### src/rtl/sas_pkg.sv
// ----------------------------------------------------------------------------
// sas_pkg
// Shared types, widths and codes for the sprite animation sequencer.
// ----------------------------------------------------------------------------
package sas_pkg;

	localparam int FRAME_BITS     = 10;
	localparam int TIME_FRAC_BITS = 16;

	localparam int ACC_BITS    = TIME_FRAC_BITS + 10;
	localparam int DELAY_BITS  = 24;
	localparam int DT_BITS     = 20;
	localparam int NF_BITS     = 11;
	localparam int COLS_BITS   = 8;
	localparam int SIZE_BITS   = 12;
	localparam int LEFT_BITS   = 20;
	localparam int TOP_BITS    = 22;
	localparam int CFG_IDX_BITS  = 3;
	localparam int CFG_DATA_BITS = 24;

	// Common width for the accumulator sum and the delay compare.
	localparam int WIDE_MAX  = (ACC_BITS > DELAY_BITS) ? ACC_BITS : DELAY_BITS;
	localparam int WIDE_BITS = ((WIDE_MAX > DT_BITS) ? WIDE_MAX : DT_BITS) + 1;

	// Divider step counter.
	localparam int CNT_BITS = (FRAME_BITS > 1) ? $clog2(FRAME_BITS) : 1;

	localparam logic [ACC_BITS-1:0]   ACC_MAX     = '1;
	localparam logic [DELAY_BITS-1:0] DELAY_RESET = DELAY_BITS'(64'd1 << TIME_FRAC_BITS);

	// Item kinds.
	localparam logic KIND_TICK = 1'b0;
	localparam logic KIND_SET  = 1'b1;

	// Register indexes.
	localparam logic [CFG_IDX_BITS-1:0] REG_START_FRAME   = 3'd0;
	localparam logic [CFG_IDX_BITS-1:0] REG_END_FRAME     = 3'd1;
	localparam logic [CFG_IDX_BITS-1:0] REG_FRAME_DELAY   = 3'd2;
	localparam logic [CFG_IDX_BITS-1:0] REG_LOOP_MODE     = 3'd3;
	localparam logic [CFG_IDX_BITS-1:0] REG_COLUMNS       = 3'd4;
	localparam logic [CFG_IDX_BITS-1:0] REG_SPRITE_WIDTH  = 3'd5;
	localparam logic [CFG_IDX_BITS-1:0] REG_SPRITE_HEIGHT = 3'd6;

	typedef enum logic [2:0] {
		ST_IDLE,
		ST_ACCUM,
		ST_ADVANCE,
		ST_DIV_INIT,
		ST_DIV,
		ST_MUL,
		ST_LOAD
	} sas_state_t;

	typedef struct packed {
		logic load_item;
		logic accum;
		logic advance;
		logic div_init;
		logic div_step;
		logic mul;
		logic load_out;
	} sas_cmd_t;

	typedef struct packed {
		logic div_last;
		logic out_free;
	} sas_sts_t;

endpackage

### src/rtl/sas_if.sv
// ----------------------------------------------------------------------------
// sas_if
// Channel interfaces: input items, result items and register writes.
// ----------------------------------------------------------------------------
interface sas_item_if;
	import sas_pkg::*;
	logic                      valid;
	logic                      ready;
	logic                      kind;
	logic [DT_BITS-1:0]        elapsed_time;
	logic signed [NF_BITS-1:0] new_frame;

	modport source (output valid, kind, elapsed_time, new_frame, input ready);
	modport sink (input valid, kind, elapsed_time, new_frame, output ready);
endinterface

interface sas_result_if;
	import sas_pkg::*;
	logic                  valid;
	logic                  ready;
	logic [FRAME_BITS-1:0] frame_index;
	logic                  done_flag;
	logic [LEFT_BITS-1:0]  rect_left;
	logic [TOP_BITS-1:0]   rect_top;
	logic [LEFT_BITS-1:0]  rect_right;
	logic [TOP_BITS-1:0]   rect_bottom;

	modport source (output valid, frame_index, done_flag, rect_left, rect_top,
		rect_right, rect_bottom, input ready);
	modport sink (input valid, frame_index, done_flag, rect_left, rect_top,
		rect_right, rect_bottom, output ready);
endinterface

interface sas_cfg_if;
	import sas_pkg::*;
	logic                     valid;
	logic                     ready;
	logic [CFG_IDX_BITS-1:0]  index;
	logic [CFG_DATA_BITS-1:0] data;

	modport source (output valid, index, data, input ready);
	modport sink (input valid, index, data, output ready);
endinterface

### src/rtl/sas_ctrl.sv
// ----------------------------------------------------------------------------
// sas_ctrl
// Sequencer: steps one item through update, divide, multiply and load.
// ----------------------------------------------------------------------------
module sas_ctrl (
	input  logic              clk,
	input  logic              arst_n,
	input  logic              item_valid,
	output logic              item_ready,
	input  sas_pkg::sas_sts_t sts,
	output sas_pkg::sas_cmd_t cmd
);
	import sas_pkg::*;

	sas_state_t state_q;
	sas_state_t state_d;

	always_ff @(posedge clk or negedge arst_n) begin
		if (!arst_n) begin
			state_q <= ST_IDLE;
		end else begin
			state_q <= state_d;
		end
	end

	always_comb begin
		state_d    = state_q;
		cmd        = '0;
		item_ready = 1'b0;
		case (state_q)
			ST_IDLE: begin
				item_ready = 1'b1;
				if (item_valid) begin
					cmd.load_item = 1'b1;
					state_d       = ST_ACCUM;
				end
			end
			ST_ACCUM: begin
				cmd.accum = 1'b1;
				state_d   = ST_ADVANCE;
			end
			ST_ADVANCE: begin
				cmd.advance = 1'b1;
				state_d     = ST_DIV_INIT;
			end
			ST_DIV_INIT: begin
				cmd.div_init = 1'b1;
				state_d      = ST_DIV;
			end
			ST_DIV: begin
				cmd.div_step = 1'b1;
				if (sts.div_last) begin
					state_d = ST_MUL;
				end
			end
			ST_MUL: begin
				cmd.mul = 1'b1;
				state_d = ST_LOAD;
			end
			ST_LOAD: begin
				// wait until the result register is free or being drained
				if (sts.out_free) begin
					cmd.load_out = 1'b1;
					state_d      = ST_IDLE;
				end
			end
			default: begin
				state_d = ST_IDLE;
			end
		endcase
	end

	a_load_needs_room: assert property (@(posedge clk) disable iff (!arst_n)
		cmd.load_out |-> sts.out_free)
		else $error("result loaded while the output register is occupied");

	a_init_then_divide: assert property (@(posedge clk) disable iff (!arst_n)
		cmd.div_init |=> (state_q == ST_DIV))
		else $error("divider init not followed by divide steps");

	a_accept_starts_item: assert property (@(posedge clk) disable iff (!arst_n)
		(item_valid && item_ready) |=> (state_q == ST_ACCUM))
		else $error("accepted item did not start processing");

endmodule

### src/rtl/sas_datapath.sv
// ----------------------------------------------------------------------------
// sas_datapath
// Registers, timer and frame update, serial divider, rectangle and output.
// ----------------------------------------------------------------------------
module sas_datapath (
	input  logic                               clk,
	input  logic                               arst_n,
	input  sas_pkg::sas_cmd_t                  cmd,
	output sas_pkg::sas_sts_t                  sts,
	input  logic                               cfg_we,
	input  logic [sas_pkg::CFG_IDX_BITS-1:0]   cfg_index,
	input  logic [sas_pkg::CFG_DATA_BITS-1:0]  cfg_data,
	input  logic                               in_kind,
	input  logic [sas_pkg::DT_BITS-1:0]        in_elapsed_time,
	input  logic signed [sas_pkg::NF_BITS-1:0] in_new_frame,
	output logic                               out_valid,
	input  logic                               out_ready,
	output logic [sas_pkg::FRAME_BITS-1:0]     out_frame_index,
	output logic                               out_done_flag,
	output logic [sas_pkg::LEFT_BITS-1:0]      out_rect_left,
	output logic [sas_pkg::TOP_BITS-1:0]       out_rect_top,
	output logic [sas_pkg::LEFT_BITS-1:0]      out_rect_right,
	output logic [sas_pkg::TOP_BITS-1:0]       out_rect_bottom
);
	import sas_pkg::*;

	// configuration registers
	logic [FRAME_BITS-1:0] start_frame_q;
	logic [FRAME_BITS-1:0] end_frame_q;
	logic [DELAY_BITS-1:0] frame_delay_q;
	logic                  loop_mode_q;
	logic [COLS_BITS-1:0]  columns_q;
	logic [SIZE_BITS-1:0]  sprite_width_q;
	logic [SIZE_BITS-1:0]  sprite_height_q;

	// animation state
	logic [ACC_BITS-1:0]   acc_q;
	logic [FRAME_BITS-1:0] frame_q;
	logic                  complete_q;

	// latched item
	logic                  kind_q;
	logic [DT_BITS-1:0]    dt_q;
	logic [NF_BITS-1:0]    nf_q;

	// divider
	logic [FRAME_BITS-1:0] quo_q;
	logic [COLS_BITS-1:0]  rem_q;
	logic [CNT_BITS-1:0]   cnt_q;

	// products
	logic [LEFT_BITS-1:0]  left_q;
	logic [TOP_BITS-1:0]   top_q;

	// result register
	logic                  out_valid_q;
	logic [FRAME_BITS-1:0] res_frame_q;
	logic                  res_done_q;
	logic [LEFT_BITS-1:0]  res_left_q;
	logic [TOP_BITS-1:0]   res_top_q;
	logic [LEFT_BITS-1:0]  res_right_q;
	logic [TOP_BITS-1:0]   res_bottom_q;

	logic                  animated;
	logic                  is_tick;
	logic [WIDE_BITS-1:0]  acc_sum;
	logic [ACC_BITS-1:0]   acc_sat;
	logic                  acc_over;
	logic [FRAME_BITS:0]   frame_inc;
	logic                  out_of_range;
	logic [COLS_BITS-1:0]  divisor;
	logic [COLS_BITS:0]    trial;
	logic                  trial_ge;
	logic [COLS_BITS+SIZE_BITS-1:0]  left_prod;
	logic [FRAME_BITS+SIZE_BITS-1:0] top_prod;

	assign animated = end_frame_q > start_frame_q;
	assign is_tick  = (kind_q == KIND_TICK);

	assign acc_sum  = WIDE_BITS'(acc_q) + WIDE_BITS'(dt_q);
	assign acc_sat  = (acc_sum > WIDE_BITS'(ACC_MAX)) ? ACC_MAX : acc_sum[ACC_BITS-1:0];
	assign acc_over = WIDE_BITS'(acc_q) > WIDE_BITS'(frame_delay_q);

	assign frame_inc    = {1'b0, frame_q} + (FRAME_BITS+1)'(1);
	assign out_of_range = (frame_inc < {1'b0, start_frame_q}) ||
		(frame_inc > {1'b0, end_frame_q});

	// zero columns behaves as one
	assign divisor  = (columns_q == '0) ? COLS_BITS'(1) : columns_q;
	assign trial    = {rem_q, quo_q[FRAME_BITS-1]};
	assign trial_ge = trial >= {1'b0, divisor};

	assign left_prod = (COLS_BITS+SIZE_BITS)'(rem_q) *
		(COLS_BITS+SIZE_BITS)'(sprite_width_q);
	assign top_prod  = (FRAME_BITS+SIZE_BITS)'(quo_q) *
		(FRAME_BITS+SIZE_BITS)'(sprite_height_q);

	assign sts.div_last = (cnt_q == '0);
	assign sts.out_free = !out_valid_q || out_ready;

	always_ff @(posedge clk or negedge arst_n) begin
		if (!arst_n) begin
			start_frame_q   <= '0;
			end_frame_q     <= '0;
			frame_delay_q   <= DELAY_RESET;
			loop_mode_q     <= 1'b1;
			columns_q       <= COLS_BITS'(1);
			sprite_width_q  <= SIZE_BITS'(2);
			sprite_height_q <= SIZE_BITS'(2);
		end else if (cfg_we) begin
			case (cfg_index)
				REG_START_FRAME:   start_frame_q   <= FRAME_BITS'(cfg_data);
				REG_END_FRAME:     end_frame_q     <= FRAME_BITS'(cfg_data);
				REG_FRAME_DELAY:   frame_delay_q   <= DELAY_BITS'(cfg_data);
				REG_LOOP_MODE:     loop_mode_q     <= cfg_data[0];
				REG_COLUMNS:       columns_q       <= cfg_data[COLS_BITS-1:0];
				REG_SPRITE_WIDTH:  sprite_width_q  <= cfg_data[SIZE_BITS-1:0];
				REG_SPRITE_HEIGHT: sprite_height_q <= cfg_data[SIZE_BITS-1:0];
				default: begin
				end
			endcase
		end
	end

	always_ff @(posedge clk or negedge arst_n) begin
		if (!arst_n) begin
			acc_q      <= '0;
			frame_q    <= '0;
			complete_q <= 1'b0;
		end else begin
			if (cmd.accum && is_tick && animated) begin
				acc_q <= acc_sat;
			end
			if (cmd.advance) begin
				if (is_tick) begin
					if (animated && acc_over) begin
						acc_q <= ACC_BITS'(WIDE_BITS'(acc_q) - WIDE_BITS'(frame_delay_q));
						if (!out_of_range) begin
							frame_q <= frame_inc[FRAME_BITS-1:0];
						end else if (loop_mode_q) begin
							frame_q <= start_frame_q;
						end else begin
							frame_q    <= end_frame_q;
							complete_q <= 1'b1;
						end
					end
				end else if (!nf_q[NF_BITS-1]) begin
					// negative set requests are dropped
					frame_q    <= FRAME_BITS'(nf_q[NF_BITS-2:0]);
					complete_q <= 1'b0;
				end
			end
		end
	end

	always_ff @(posedge clk) begin
		if (cmd.load_item) begin
			kind_q <= in_kind;
			dt_q   <= in_elapsed_time;
			nf_q   <= in_new_frame;
		end
		if (cmd.div_init) begin
			quo_q <= frame_q;
			rem_q <= '0;
			cnt_q <= CNT_BITS'(FRAME_BITS - 1);
		end else if (cmd.div_step) begin
			quo_q <= {quo_q[FRAME_BITS-2:0], trial_ge};
			rem_q <= trial_ge ? COLS_BITS'(trial - {1'b0, divisor}) : trial[COLS_BITS-1:0];
			cnt_q <= cnt_q - CNT_BITS'(1);
		end
		if (cmd.mul) begin
			left_q <= LEFT_BITS'(left_prod);
			top_q  <= TOP_BITS'(top_prod);
		end
		if (cmd.load_out) begin
			res_frame_q  <= frame_q;
			res_done_q   <= complete_q;
			res_left_q   <= left_q;
			res_top_q    <= top_q;
			res_right_q  <= left_q + LEFT_BITS'(sprite_width_q);
			res_bottom_q <= top_q + TOP_BITS'(sprite_height_q);
		end
	end

	always_ff @(posedge clk or negedge arst_n) begin
		if (!arst_n) begin
			out_valid_q <= 1'b0;
		end else if (cmd.load_out) begin
			out_valid_q <= 1'b1;
		end else if (out_ready) begin
			out_valid_q <= 1'b0;
		end
	end

	assign out_valid       = out_valid_q;
	assign out_frame_index = res_frame_q;
	assign out_done_flag   = res_done_q;
	assign out_rect_left   = res_left_q;
	assign out_rect_top    = res_top_q;
	assign out_rect_right  = res_right_q;
	assign out_rect_bottom = res_bottom_q;

	a_rem_below_divisor: assert property (@(posedge clk) disable iff (!arst_n)
		cmd.mul |-> (rem_q < divisor))
		else $error("divider remainder not below the column count");

	a_load_sets_valid: assert property (@(posedge clk) disable iff (!arst_n)
		cmd.load_out |=> out_valid_q)
		else $error("loaded result not presented");

	a_done_at_end: assert property (@(posedge clk) disable iff (!arst_n)
		$rose(complete_q) |-> (frame_q == end_frame_q))
		else $error("one-shot completion without clamping to the end frame");

endmodule

### src/rtl/sprite_animation_sequencer.sv
// ----------------------------------------------------------------------------
// sprite_animation_sequencer
// Sprite-sheet frame animation timer with source rectangle output.
// ----------------------------------------------------------------------------
//  channel  | dir | payload                                      | transfer when
//  ---------+-----+----------------------------------------------+---------------
//  item     | in  | kind, elapsed_time, new_frame                | valid & ready
//  result   | out | frame_index, done_flag, rect_left/top/       | valid & ready
//           |     | right/bottom                                 |
//  cfg      | in  | index, data (register write)                 | valid & ready
//
//  Each item runs from transfer to a loaded result through accumulate,
//  advance, divider init, FRAME_BITS divide steps, multiply and load. The
//  serial restoring divider gives one quotient bit per cycle. A new item
//  transfers in only while the sequencer is idle, after the last item
//  has been loaded into the result register.
//  The result register lets the next item transfer in while a result waits;
//  that item stalls in its last step until the result is taken.
//  arst_n clears the sequencer, the animation state and the registers to
//  their defaults; no clearing pass is needed. cfg is always ready.
// ----------------------------------------------------------------------------
module sprite_animation_sequencer (
	input  logic         clk,
	input  logic         arst_n,
	sas_item_if.sink     item,
	sas_result_if.source result,
	sas_cfg_if.sink      cfg
);
	import sas_pkg::*;

	sas_cmd_t cmd;
	sas_sts_t sts;

	// register writes land without a wait state, so never hold the write channel
	assign cfg.ready = 1'b1;

	sas_ctrl u_ctrl (
		.clk        (clk),
		.arst_n     (arst_n),
		.item_valid (item.valid),
		.item_ready (item.ready),
		.sts        (sts),
		.cmd        (cmd)
	);

	sas_datapath u_datapath (
		.clk             (clk),
		.arst_n          (arst_n),
		.cmd             (cmd),
		.sts             (sts),
		.cfg_we          (cfg.valid && cfg.ready),
		.cfg_index       (cfg.index),
		.cfg_data        (cfg.data),
		.in_kind         (item.kind),
		.in_elapsed_time (item.elapsed_time),
		.in_new_frame    (item.new_frame),
		.out_valid       (result.valid),
		.out_ready       (result.ready),
		.out_frame_index (result.frame_index),
		.out_done_flag   (result.done_flag),
		.out_rect_left   (result.rect_left),
		.out_rect_top    (result.rect_top),
		.out_rect_right  (result.rect_right),
		.out_rect_bottom (result.rect_bottom)
	);

endmodule

### src/flat_wrapper.sv
// flat-port wrapper written by rule: the top's interface ports become plain ports
module sprite_animation_sequencer_flat import sas_pkg::*;
  (clk, arst_n, item_valid, item_kind, item_elapsed_time, item_new_frame, item_ready, result_valid, result_frame_index, result_done_flag, result_rect_left, result_rect_top, result_rect_right, result_rect_bottom, result_ready, cfg_valid, cfg_index, cfg_data, cfg_ready);
  sas_item_if item_i ();
  sas_result_if result_i ();
  sas_cfg_if cfg_i ();
  input  logic clk;
  input  logic arst_n;
  input wire logic [$bits(item_i.valid)-1:0] item_valid;
  input wire logic [$bits(item_i.kind)-1:0] item_kind;
  input wire logic [$bits(item_i.elapsed_time)-1:0] item_elapsed_time;
  input wire logic [$bits(item_i.new_frame)-1:0] item_new_frame;
  output wire logic [$bits(item_i.ready)-1:0] item_ready;
  output wire logic [$bits(result_i.valid)-1:0] result_valid;
  output wire logic [$bits(result_i.frame_index)-1:0] result_frame_index;
  output wire logic [$bits(result_i.done_flag)-1:0] result_done_flag;
  output wire logic [$bits(result_i.rect_left)-1:0] result_rect_left;
  output wire logic [$bits(result_i.rect_top)-1:0] result_rect_top;
  output wire logic [$bits(result_i.rect_right)-1:0] result_rect_right;
  output wire logic [$bits(result_i.rect_bottom)-1:0] result_rect_bottom;
  input wire logic [$bits(result_i.ready)-1:0] result_ready;
  input wire logic [$bits(cfg_i.valid)-1:0] cfg_valid;
  input wire logic [$bits(cfg_i.index)-1:0] cfg_index;
  input wire logic [$bits(cfg_i.data)-1:0] cfg_data;
  output wire logic [$bits(cfg_i.ready)-1:0] cfg_ready;
  assign item_i.valid = item_valid;
  assign item_i.kind = item_kind;
  assign item_i.elapsed_time = item_elapsed_time;
  assign item_i.new_frame = item_new_frame;
  assign item_ready = item_i.ready;
  assign result_valid = result_i.valid;
  assign result_frame_index = result_i.frame_index;
  assign result_done_flag = result_i.done_flag;
  assign result_rect_left = result_i.rect_left;
  assign result_rect_top = result_i.rect_top;
  assign result_rect_right = result_i.rect_right;
  assign result_rect_bottom = result_i.rect_bottom;
  assign result_i.ready = result_ready;
  assign cfg_i.valid = cfg_valid;
  assign cfg_i.index = cfg_index;
  assign cfg_i.data = cfg_data;
  assign cfg_ready = cfg_i.ready;
  sprite_animation_sequencer u_core (.clk(clk), .arst_n(arst_n), .item(item_i), .result(result_i), .cfg(cfg_i));
endmodule
### config.mk
export PLATFORM = sky130hd
export DESIGN_NAME = sprite_animation_sequencer_flat
export DESIGN_NICKNAME = d
export VERILOG_FILES = /design/src/rtl/sas_pkg.sv /design/src/rtl/sas_if.sv /design/src/rtl/sas_ctrl.sv /design/src/rtl/sas_datapath.sv /design/src/rtl/sprite_animation_sequencer.sv /design/src/flat_wrapper.sv
export SDC_FILE = /design/constraint.sdc
export NUM_CORES = 1
export LEC_CHECK = 0
export BUFFER_PORTS_ARGS = -buffer_cell sky130_fd_sc_hd__buf_4
export CORE_MARGIN = 3
export CORE_UTILIZATION = 49
export DETAILED_ROUTE_END_ITERATION = 10
export GPL_ROUTABILITY_DRIVEN = 0
export PLACE_DENSITY = 0.65
export SLEW_MARGIN = 20
export SYNTH_ARGS = -nofsm -noshare
export SYNTH_HDL_FRONTEND = slang
export SYNTH_SLANG_ARGS = --single-unit
export TNS_END_PERCENT = 50
### constraint.sdc
create_clock -name clk -period 7.7 [get_ports clk]
set_clock_uncertainty 0.2 [all_clocks]
set_input_delay 0.77 -clock clk [delete_from_list [all_inputs] [get_ports clk]]
set_output_delay 0.77 -clock clk [all_outputs]
set_load 0.005 [all_outputs]
After elaboration in Yosys (flattened, before gate mapping)
Cells that the tools add are included.

Bits of input ports: 64. Output and inout port bits: 98. Register bits: 309. Word-level logic and storage cells: 118.

Bitwise gates (word level): 1. Mux-type cells: 35. Multiply operators: 2. Reduce and logical (&&, ||, !) cells: 24. Add/subtract/negate cells: 7. Order comparisons: 6. Eq/ne operators: 17.

Operators by type and width (count): $mux 26 (5); $mux 10 (7); $add 26x20->27 (1); $gt 27x26->1 const B (1); $gt 26x24->1 (1); $sub 26x24->26 (1); $add 22x12->22 (1); $mul 10x12->22 (1); $pmux 3 s7 (1); $add 20x12->20 (1); $mul 8x12->20 (1); $eq 3x3->1 const B (6); $mux 1 (17); $mux 8 (2); $reduce_and 2->1 (7); $eq 3x2->1 const B (4); $add 10x1->11 const B (1); $gt 11x10->1 (1); $lt 11x10->1 (1); $gt 10x10->1 (1); $ge 9x8->1 (1); $mux 3 (3); $logic_not 8->1 (1); $reduce_bool 2->1 (4); other kinds (13) (22).

Depth between registers and ports, before layout
Gate-level depths: netlist of run 1.

Depth after elaboration: 8. Mapped depth: 22. Gate-level depth less buffers: 21.

By module
A second synthesis of run 1 with hierarchy kept.

Cell total of the unflattened synthesis: 2217. Area, all modules: 22746.8 um^2.

By module, submodules not included: sas_datapath (area an instance 22536.6 um^2, sequential area each 8499.4 um^2, cells an instance 2193, instances 1); sas_ctrl (area an instance 198.9 um^2, sequential area each 75.1 um^2, cells an instance 22, instances 1); sprite_animation_sequencer (area an instance 11.3 um^2, sequential area each 0.0 um^2, cells an instance 2, instances 1).

Worst setup path before layout of run 1
No wires, ideal clock.

Path type: flip-flop to flip-flop. Start: register u_core.u_datapath.quo_q[3]. End: register u_core.u_datapath.top_q[20] (data pin). Stages on the path, launching flop included: 22. Arrival time: 5.075 ns. Clock period less this slack: 5.533 ns. Setup slack: 2.167 ns. Required time: 7.242 ns. Buffers on the path: 1. Setup time: 0.258 ns. Cells stage by stage: edfxtp_1 clkbuf_1 nand2_1 fa_1 inv_1 fa_1 inv_1 fa_1 inv_1 fa_1 inv_1 fa_1 inv_1 ha_1 nor3_1 o21ai_0 a21oi_1 o21ai_0 a211oi_1 o31ai_1 a21oi_1 xnor2_1.

Word-level cells in the longest chain between the ends: 1.

Ends and longest elaborated chain: from (decl) (line sas_datapath.sv:47) `logic [FRAME_BITS-1:0] quo_q;`; from (signal assigned) (line sas_datapath.sv:163) `quo_q <= frame_q;`; from (signal assigned) (line sas_datapath.sv:167) `quo_q <= {quo_q[FRAME_BITS-2:0], trial_ge};`; $mul 10x12->22 (line sas_datapath.sv:95) `assign top_prod = (FRAME_BITS+SIZE_BITS)'(quo_q) *`; via u_core.u_datapath.top_prod[20] (line sas_datapath.sv:75) `logic [FRAME_BITS+SIZE_BITS-1:0] top_prod;`; to (signal assigned) (line sas_datapath.sv:173) `top_q <= TOP_BITS'(top_prod);`; to (decl) (line sas_datapath.sv:53) `logic [TOP_BITS-1:0] top_q;`.

The timed path passes the listed nets, and every way through them passes these cells. A chain may end at the register's enable or synchronous reset.

Worst setup path after layout of run 1
Same ends and word-level chain as after synthesis.

==> impl_metrics.tcl, run 1 <==
set metrics [dict create \
    synth.avg_cell_area_sq_um 10.2 \
    setup_tns_ns 0 \
    synth_top_area_frac 0.239 \
    required_ns 7.77 \
    post_drt_wl_per_cell_um 17.1 \
    worstReg2RegStart "u_core.u_datapath.quo_q[3]" \
    seq_area_sq_um 8570 \
    final_core_util 0.566 \
    syn_nets 2612 \
    max_slew_margin 0.343 \
    drc 0 \
    reg2reg_to "u_core.u_datapath.top_q[20]" \
    vias 15896 \
    hpwl_mm 39.0 \
    cts_setup_buffers 0 \
    initialDrtViolationCount 877 \
    slowest_delay_ns 0.58 \
    status "finished clean" \
    postCtsHoldBufs 0 \
    area_delta_synth_final_pct 12.8 \
    start_util 0.502 \
    drive_gt1_frac 0.128 \
    first_pass_iters 5 \
    grt_overflow 0 \
    die_w_um 220 \
    fmaxAchievable_mhz 168 \
    grt_util_all_layers 0.215 \
    numPortBuffers 160 \
    cts_tree "yes" \
    path_class "flop to flop" \
    reg2reg_depth 20 \
    post-route-period-util 0.774 \
    finalSetupViolCount 0 \
    cts.clk_slew.worst_paths_ns 0.06 \
    multi_input_area_sq_um 12600 \
    synth_edf_count 179 \
    clock-sinks 309 \
    htree_levels 2 \
    worst_pin_slew_ns 0.985 \
    rows 77 \
    yosys-top-cells-area "edfxtp_1 24%, fa_1 13%, dfrtp_1 13%, ha_1 11%, nand2_1 4.6%" \
    dieArea_sq_um 48500 \
    ys_types 80 \
    path_max_fanout 13 \
    ios 162 \
    ys_seq_area_frac 0.381 \
    synth.most_common_cell "nand2_1" \
    end_kind "flop" \
    fillers 3924 \
    hp-class "input pin to asynchronous set/reset pin" \
    postSynth.topFlopCell "edfxtp_1" \
    grt_setup_unrepaired "false" \
    path_cells "nand2_1 -> fa_1 -> inv_1 -> fa_1 -> inv_1 -> fa_1 -> inv_1 -> fa_1 -> inv_1 -> fa_1 -> inv_1 -> ha_1 -> nor3_1 -> o21ai_0 -> a21oi_1 -> o21ai_0 -> a211oi_1 -> o31ai_1 -> a21oi_1 -> xnor2_1" \
    vias_per_cell 5.38 \
    clk_latency_ns 0.55 \
    netlist_area_sq_um 22500 \
    cts_resized 0 \
    slew_viol_final 0 \
    routed_wl_mm 50.6 \
    grt_max_degree 75 \
    period_needed_ns 5.96 \
    crit_arrival_ns 6.03 \
    ys_ff_latch 309 \
    r2r_setup_slack_ns 1.74 \
    nets 2747 \
    worst_setup_path_start_kind "flop" \
    synth_cells 2201 \
    hold_viol 0 \
    cap_violations 0 \
    antenna_cells 0 \
    antenna_left 0 \
    slowest_stage "edfxtp_1" \
    die_y_um 220 \
    async_reset_ff_frac 0.382 \
    grt_pass1_wl_mm 83.7 \
    ys_top_cells_by_count "278 x nand2_1, 272 x inv_1, 204 x ha_1" \
    cts_buffer_depth 3 \
    yosys.area.top_type "edfxtp_1" \
    yosysWarnings 0 \
    numCtsBuffers 36 \
    antenna_found_initial 0 \
    coreArea_sq_um 44800 \
    root_buffer "clkbuf_16" \
    first_global_vias 16489 \
]
[state kept, by name, indices dropped and copies added (netlist names), 11 cells and up]
signal / flops
u_core.u_datapath.acc_q: 26
u_core.u_datapath.out_rect_bottom: 22
u_core.u_datapath.out_rect_left: 20
u_core.u_datapath.out_rect_top: 22
u_core.u_datapath.sprite_width_q: 12
u_core.u_datapath.sprite_height_q: 12
u_core.u_datapath.dt_q: 20
u_core.u_datapath.frame_delay_q: 24
u_core.u_datapath.left_q: 20
u_core.u_datapath.top_q: 22
u_core.u_datapath.out_rect_right: 20
u_core.u_datapath.nf_q: 11
[cells in the final DEF (no fill, tap or decap), types with 7 or more instances in the layout]
master     count
fa_1         143
xnor2_1       79
o31ai_1       13
ha_1         204
inv_1        272
xor2_1        38
o21a_1        16
a211oi_1      12
a21boi_0       7
mux2_2        37
dfrtp_1      113
mux2i_1       10
nand4_1       11
clkbuf_16     37
a21o_1        31
nor2_1        77
o21ai_0      118
clkinv_2      11
a21oi_1       85
dfxtp_1       12
and3_1        14
and2_1       125
a22oi_1       20
nand2b_1      14
nand2_1      278
a31oi_1       10
buf_4        170
nor2b_1       16
nand3_1       34
o21bai_1       9
or3_1         12
nor3_1        33
edfxtp_1     179
and3b_1        9
[worst max-delay path: cells and delay by family (launching register included)]
| family | cells | cell delay (ns) |
|---|---|---|
| and+or+nand+nor | 2 | 0.47 |
| DFF | 1 | 0.58 |
| buffers and inverters | 5 | 0.25 |
| xor gates and xnor gates | 1 | 0.08 |
| adders and majority gates | 6 | 2.79 |
| AOI/OAI and AO/OA | 6 | 1.30 |
[worst max path at each step]
stage	slack, ns	end	depth (start not counted)	start
2_1_floorplan	2.17	u_core.u_datapath.top_q[20]	21	u_core.u_datapath.quo_q[3]
3_3_place_gp	1.93	u_core.u_datapath.top_q[20]	20	u_core.u_datapath.sprite_height_q[5]
3_5_place_dp	1.76	u_core.u_datapath.top_q[20]	20	u_core.u_datapath.sprite_height_q[5]
4_1_cts	1.72	u_core.u_datapath.top_q[20]	20	u_core.u_datapath.quo_q[3]
5_1_grt	1.38	u_core.u_datapath.top_q[20]	20	u_core.u_datapath.quo_q[3]
6_report	1.74	u_core.u_datapath.top_q[20]	20	u_core.u_datapath.quo_q[3]
[per-layer routing]
metal	wire (um)	vias up	share of wire	GRT usage
met5	0	-	0	0
met4	1390	0	0.028	0.0695
met3	2390	86	0.047	0.0295
met2	23500	360	0.47	0.352
met1	23300	7742	0.46	0.299
li1	-	7708	-	-
[kinds of logic after synthesis]
group	synth area share
flops	0.381
mux	0.0235
compound gates	0.107
other cells	0.000167
buf+inv	0.0585
simple gates	0.143
xor+xnor	0.0455
fa+ha+maj	0.241
[per-stage QoR]
step                hold WS, ns  worst slack, ns  cell area, sq um  std cells
global placement          0.238             1.93             24200       2890
global route             0.0472             1.38             25400       2953
floorplan                 0.226             2.17             22500       2201
finish                   0.0257             1.74             25400       2953
CTS                      0.0170             1.72             25400       2953
detailed placement        0.243             1.76             24200       2890
[layout make-up]
| class | count | share of cell area |
|---|---|---|
| Clock buffer | 47 | 0.0395 |
| Clock inverter | 16 | 0.00473 |
| Inverter | 272 | 0.0402 |
| Multi-Input combinational cell | 1547 | 0.498 |
| Sequential cell | 309 | 0.338 |
| Tap cell | 592 | 0.0292 |
| Timing Repair Buffer | 170 | 0.0503 |
Power of run 1 is left out: the tool's default activity adds up to more than one toggle a clock period on the data nets, which glitch-free logic cannot reach.
==> run 2, diff against run 1 <==
- ABC_AREA: unset -> 1
- clock period: 7.7 -> 6.1 ns (I/O delays scaled with it)
==> run 2 against run 1 <==
  * Non-clock buffer count rose by 14
  * Register-to-register slack got worse by 1.1 ns
  * Synthesized area rose by 6.0%
  * Worst setup slack got worse by 1.1 ns
  * Hold slack improved by 0.0073 ns
  * First-iteration DRC count rose by 46%
  * Count of clock-buffer cells in the layout rose by 8
  * Routed wire length rose by 15%
  * Highest routed layer unchanged
==> impl_metrics.tcl, run 2 <==
set metrics [dict create \
    met1_usage 0.306 \
    ys_types 57 \
    htree_levels 2 \
    layout_commonest_cell "nand2_1" \
    nets 3352 \
    coreArea_sq_um 47900 \
    rows 80 \
    cts_buffer_depth 3 \
    final_cell_mix "674 x nand2_1, 484 x inv_1, 204 x ha_1" \
    stdcell_area_sq_um 26900 \
    initialDrtViolationCount 1277 \
    synth_cells 2794 \
    cap_violations 0 \
    vias_per_cell 5.27 \
    end_kind "flop" \
    grt_pass1_wl_mm 94.8 \
    leakagePower_nw 13.5 \
    antenna_left 0 \
    crit_arrival_ns 5.58 \
    yosys-top-cells-area "edfxtp_1 23%, fa_1 12%, dfrtp_1 12%, ha_1 11%, nand2_1 11%" \
    finalSetupViolCount 0 \
    status "finished clean" \
    grt_setup_unrepaired "false" \
    met3_usage 0.0372 \
    cts_setup_buffers 0 \
    antenna_cells 0 \
    async_reset_ff_frac 0.382 \
    postSynth.topFlopCell "edfxtp_1" \
    cts_tree "yes" \
    numPortBuffers 160 \
    netlist_area_sq_um 23900 \
    dp.cells 3499 \
    ir_drop_mv 0.543 \
    synth.most_common_cell "nand2_1" \
    slew_viol_final 0 \
    worst_pin_slew_ns 0.907 \
    regMostFlops "u_core.u_datapath.acc_q" \
    cpMostUsedCell "inv_1" \
    grt.busiest_layer "met2" \
    finalWorstSetupSlack_ns 0.623 \
    fin_total_pwr_mw 16.9 \
    period_needed_ns 5.48 \
    synth.avg_cell_area_sq_um 8.54 \
    dieArea_sq_um 51400 \
    numCtsBuffers 37 \
    largest_reg_flops 26 \
    ys_ff_latch 309 \
    power-per-cell-area_nw_per_um2 629 \
    required_ns 6.20 \
    grt_max_degree 61 \
    drive_gt1_frac 0.0956 \
    yosysWarnings 0 \
    grt_overflow 0 \
    first_global_vias 18890 \
    ys_seq_area_frac 0.359 \
    grt_util_all_layers 0.230 \
    largest_registers "u_core.u_datapath.acc_q: 26 flops, u_core.u_datapath.frame_delay_q: 24 flops" \
    hold_viol 0 \
    path_cells "nand2_1 -> fa_1 -> inv_1 -> fa_1 -> inv_1 -> fa_1 -> inv_1 -> fa_1 -> inv_1 -> fa_1 -> inv_1 -> ha_1 -> a21o_1 -> inv_1 -> nand2_1 -> nand2_1 -> o211ai_1 -> nor2_1 -> o21ai_0 -> xor2_1" \
    setup_tns_ns 0 \
    ys_top_cells_by_count "674 x nand2_1, 484 x inv_1, 204 x ha_1" \
    fin_cells 3585 \
    first_pass_iters 5 \
    path_max_fanout 12 \
    post-route-period-util 0.898 \
    area_delta_synth_final_pct 12.6 \
    path_class "flop to flop" \
    post_drt_wl_per_cell_um 16.3 \
    synth_edf_count 179 \
    routed_wl_mm 58.4 \
    root_buffer "clkbuf_16" \
    slowest_stage "dfrtp_1" \
    max_slew_margin 0.394 \
    slowest_delay_ns 0.64 \
    hpwl_mm 45.5 \
    cts.clk_slew.worst_paths_ns 0.06 \
    start_util 0.498 \
    ios 162 \
    drc 0 \
    post_dp_cell_area_sq_um 25500 \
    synth_top_area_frac 0.225 \
    clk_latency_ns 0.56 \
    die_w_um 227 \
    use_met2 0.382 \
    hp-class "input pin to flop" \
    vias 18886 \
    fillers 4346 \
    die_y_um 227 \
    clock-sinks 309 \
    fmaxAchievable_mhz 183 \
    worst_setup_path_start_kind "flop" \
    pre_cts_slack_ns 0.638 \
    antenna_found_initial 0 \
    syn_nets 3205 \
    yosys.area.top_type "edfxtp_1" \
]
==> run 2: cell count changes in the layout (fill, tap and decap cells not counted), moves of 24 or more <==
cell,previous run,this run
mux2_2,37,0
inv_1,272,484
nand3_1,34,106
nand2_1,278,674
and2_1,125,1
a21oi_1,85,158
nor2_1,77,156
xor2_1,38,76
xnor2_1,79,42
o21ai_0,118,163
a21o_1,31,7
==> run 2: logic make-up (layout without fill, tap and decap cells) <==
logic type | count (synthesis) | count (layout) | share of synthesized area
buf+inv | 568 | 744 | 0.0928
simple gates | 1040 | 1040 | 0.181
xor+xnor | 118 | 118 | 0.0433
fa+ha+maj | 347 | 347 | 0.227
flops | 309 | 309 | 0.359
compound gates | 411 | 411 | 0.0963
other cells | 1 | 1 | 0.000157
==> run 2: where the power goes <==
group	switching [mW]	internal [mW]	total [mW]	leakage, nW
logic	6.59	4.08	10.7	9.80
clock network	0.881	1.22	2.11	0.567
registers	0.772	3.36	4.13	3.18
==> run 2: worst paths after layout <==
check,startpoint,end,slack (ns),cells after the start
setup / recovery,u_core.u_datapath.sprite_height_q[5],u_core.u_datapath.top_q[15],0.62,20
hold / removal,item_elapsed_time[8],u_core.u_datapath.dt_q[8],0.03,1
setup reg to reg,u_core.u_datapath.sprite_height_q[5],u_core.u_datapath.top_q[15],0.62,20
hold reg to reg,u_core.u_datapath.complete_q,u_core.u_datapath.out_done_flag,0.25,0
max in group asynchronous,arst_n,u_core.u_datapath.sprite_width_q[9],3.95,3
min in group asynchronous,arst_n,u_core.u_datapath.complete_q,0.48,2
==> run 2: critical path: cells and delay by family, from the launching register on <==
family | cells | cell delay [ns]
AOI/OAI and AO/OA | 3 | 0.43
xor gates and xnor gates | 1 | 0.16
DFF | 1 | 0.64
buffers and inverters | 6 | 0.31
and+or+nand+nor | 4 | 0.52
adders and majority gates | 6 | 2.93
==> run 2: final cells by class <==
cell class | instances | area, sq um | share of cell area
clock buffers | 55 | 1080 | 0.0400
clock inverters | 13 | 71.3 | 0.00265
inverters | 492 | 1850 | 0.0688
multi-input cells | 1917 | 13100 | 0.487
flip-flops and latches | 309 | 8570 | 0.319
well taps | 615 | 769 | 0.0286
repair buffers | 184 | 1440 | 0.0537
==> run 2: per-layer routing <==
layer,part of all wire,wire [um]
met4,0.036,2070
met2,0.46,27000
met1,0.44,25800
met5,0,0
met3,0.060,3480
==> run 2: timing repair <==
action / in CTS / in global routing
hold buffers: 17 / 0
endpoints found under the hold margin: 73 / 0
gates resized for setup: 0 / 0
==> run 2: through the flow <==
| step | utilization | hold slack, ns |
|---|---|---|
| 2_1_floorplan | - | 0.114 |
| 3_3_place_gp | 0.533 | 0.240 |
| 6_report | 0.561 | 0.0330 |
| 4_1_cts | 0.560 | 0.00000233 |
| 5_1_grt | 0.561 | 0.00986 |
| 3_5_place_dp | 0.533 | 0.238 |
(Power assumes the default switching activity.)
==> run 3, diff against run 2 <==
- CORE_UTILIZATION: 49 -> 60
- PLACE_DENSITY: 0.65 -> 0.77
- clock period: 6.1 -> 6 ns (I/O delays scaled with it)
==> run 3 against run 2 <==
  * Core utilization grew 12 points
  * Die area shrank 18%
  * Worst setup slack lost 0.046 ns
  * Design area shrank 0.66%
==> impl_metrics.tcl, run 3 (synthesis gave the netlist of run 2 again) <==
set metrics [dict create \
    post_dp_cell_area_sq_um 25400 \
    layout_commonest_cell "nand2_1" \
    antenna_cells 0 \
    die_w_um 205 \
    vias_per_cell 5.51 \
    regMostFlops "u_core.u_datapath.acc_q" \
    grt_max_degree 75 \
    dp.cells 3401 \
    first_pass_iters 8 \
    fmaxAchievable_mhz 184 \
    worst_setup_path_start_kind "flop" \
    cts_tree "yes" \
    path_class "flop to flop" \
    stdcell_area_sq_um 26700 \
    cts.clk_slew.worst_paths_ns 0.06 \
    leakagePower_nw 13.5 \
    cap_violations 0 \
    cts_resized 0 \
    drive_gt1_frac 0.0973 \
    initialDrtViolationCount 1475 \
    grt_pass1_wl_mm 93.9 \
    end_kind "flop" \
    htree_levels 2 \
    post_drt_wl_per_cell_um 16.5 \
    ir_drop_mv 0.682 \
    required_ns 6.10 \
    rows 72 \
    switchingPower_mw 8.44 \
    numPortBuffers 160 \
    antenna_left 0 \
    hold_viol 0 \
    fin_total_pwr_mw 17.2 \
    coreArea_sq_um 39000 \
    worst_pin_slew_ns 1.03 \
    dieArea_sq_um 42200 \
    seq_power_share 0.245 \
    post-route-period-util 0.904 \
    largest_reg_flops 26 \
    first_global_vias 19139 \
    grt_util_all_layers 0.276 \
    nets 3344 \
    numCtsBuffers 35 \
    drc 0 \
    vias 19157 \
    slowest_stage "dfstp_2" \
    largest_registers "u_core.u_datapath.acc_q: 26 flops, u_core.u_datapath.frame_delay_q: 24 flops" \
    clk_latency_ns 0.56 \
    setup_tns_ns 0 \
    path_cells "nand2_1 -> fa_1 -> fa_1 -> inv_1 -> fa_1 -> fa_1 -> inv_1 -> fa_1 -> inv_1 -> ha_1 -> nand2_1 -> nor2_1 -> nand2_1 -> o21ai_0 -> nand3_1 -> nand2_1 -> xor2_1" \
    ios 162 \
    cts_setup_buffers 0 \
    p_int_mw 8.80 \
    slowest_delay_ns 0.71 \
    p_sw_frac 0.490 \
    hpwl_mm 44.3 \
    grt_setup_unrepaired "false" \
    max_slew_margin 0.314 \
    cts_buffer_depth 3 \
    grt_overflow 0 \
    crit_arrival_ns 5.52 \
    hp-class "input pin to flop" \
    postCtsHoldBufs 10 \
    cpMostUsedCell "fa_1" \
    finalSetupViolCount 0 \
    start_util 0.612 \
    slew_viol_final 0 \
    die_y_um 205 \
    antenna_found_initial 1 \
    status "finished clean" \
    final_cell_mix "674 x nand2_1, 484 x inv_1, 204 x ha_1" \
    area_delta_synth_final_pct 11.9 \
    routed_wl_mm 57.3 \
    combPwrFrac 0.629 \
    clock-sinks 309 \
    fin_cells 3478 \
    power-per-cell-area_nw_per_um2 646 \
    path_max_fanout 13 \
    period_needed_ns 5.42 \
    clkPwrFrac 0.126 \
    root_buffer "clkbuf_16" \
]
## run 3: cell types whose count changed in the layout (fill, tap and decap cells not counted), sizes merged
cell         change
inv              +3
clkinv           +1
clkbuf          -11
buf              -2
clkinvlp         +1
bufinv           +2
dlygate4sd3      -4
## run 3: final timing paths
path,from,end,slack [ns],cells after the start
worst min register to register,u_core.u_datapath.complete_q,u_core.u_datapath.out_done_flag,0.26,0
min in group asynchronous,arst_n,u_core.u_datapath.complete_q,0.41,2
worst min-delay path,item_elapsed_time[12],u_core.u_datapath.dt_q[12],0.03,1
max in group asynchronous,arst_n,u_core.u_datapath.sprite_width_q[3],3.82,3
worst max register to register,u_core.u_datapath.sprite_height_q[1],u_core.u_datapath.top_q[18],0.58,17
worst max-delay path,u_core.u_datapath.sprite_height_q[1],u_core.u_datapath.top_q[18],0.58,17
## run 3: routing by layer
layer  GRT usage  wire, um  vias up
met5           0        20        -
met4      0.0808      1630        2
met3      0.0505      4180      128
met2       0.475     27700      764
met1       0.358     23700     9036
li1            -         -     9227
## run 3: power groups by stage
stage | logic (mW) | clock network, mW | registers (mW)
floorplan | 8.41 | 0 | 3.80
global placement | 10.2 | 0 | 4.21
detailed placement | 10.6 | 0 | 4.24
CTS | 10.7 | 2.23 | 4.20
global route | 12.5 | 2.31 | 4.29
finish | 10.8 | 2.18 | 4.22
## run 3: layout make-up
class | count | area (sq um)
clock inverter | 20 | 194
tap | 518 | 648
fill | 3044 | 12300
timing repair buffer | 178 | 1370
sequential | 309 | 8570
inverter | 492 | 1850
clock buffer | 44 | 972
multi-input combinational | 1917 | 13100
## run 3: through the flow
stage	util	setup WS, ns	hold WS (ns)
after global routing	0.685	0.257	0.00330
final	0.685	0.577	0.0252
after detailed placement	0.651	0.650	0.243
after CTS	0.684	0.622	0.00000350
after global placement	0.651	0.743	0.240
after floorplan	-	0.545	0.104
## run 3: worst max-delay path, delay by kind of cell (launching register included)
family | cells | cell delay (ns)
fa+ha+maj | 6 | 2.97
simple gates | 6 | 0.72
flops | 1 | 0.71
compound gates | 1 | 0.34
buf+inv | 3 | 0.15
xor+xnor | 1 | 0.06
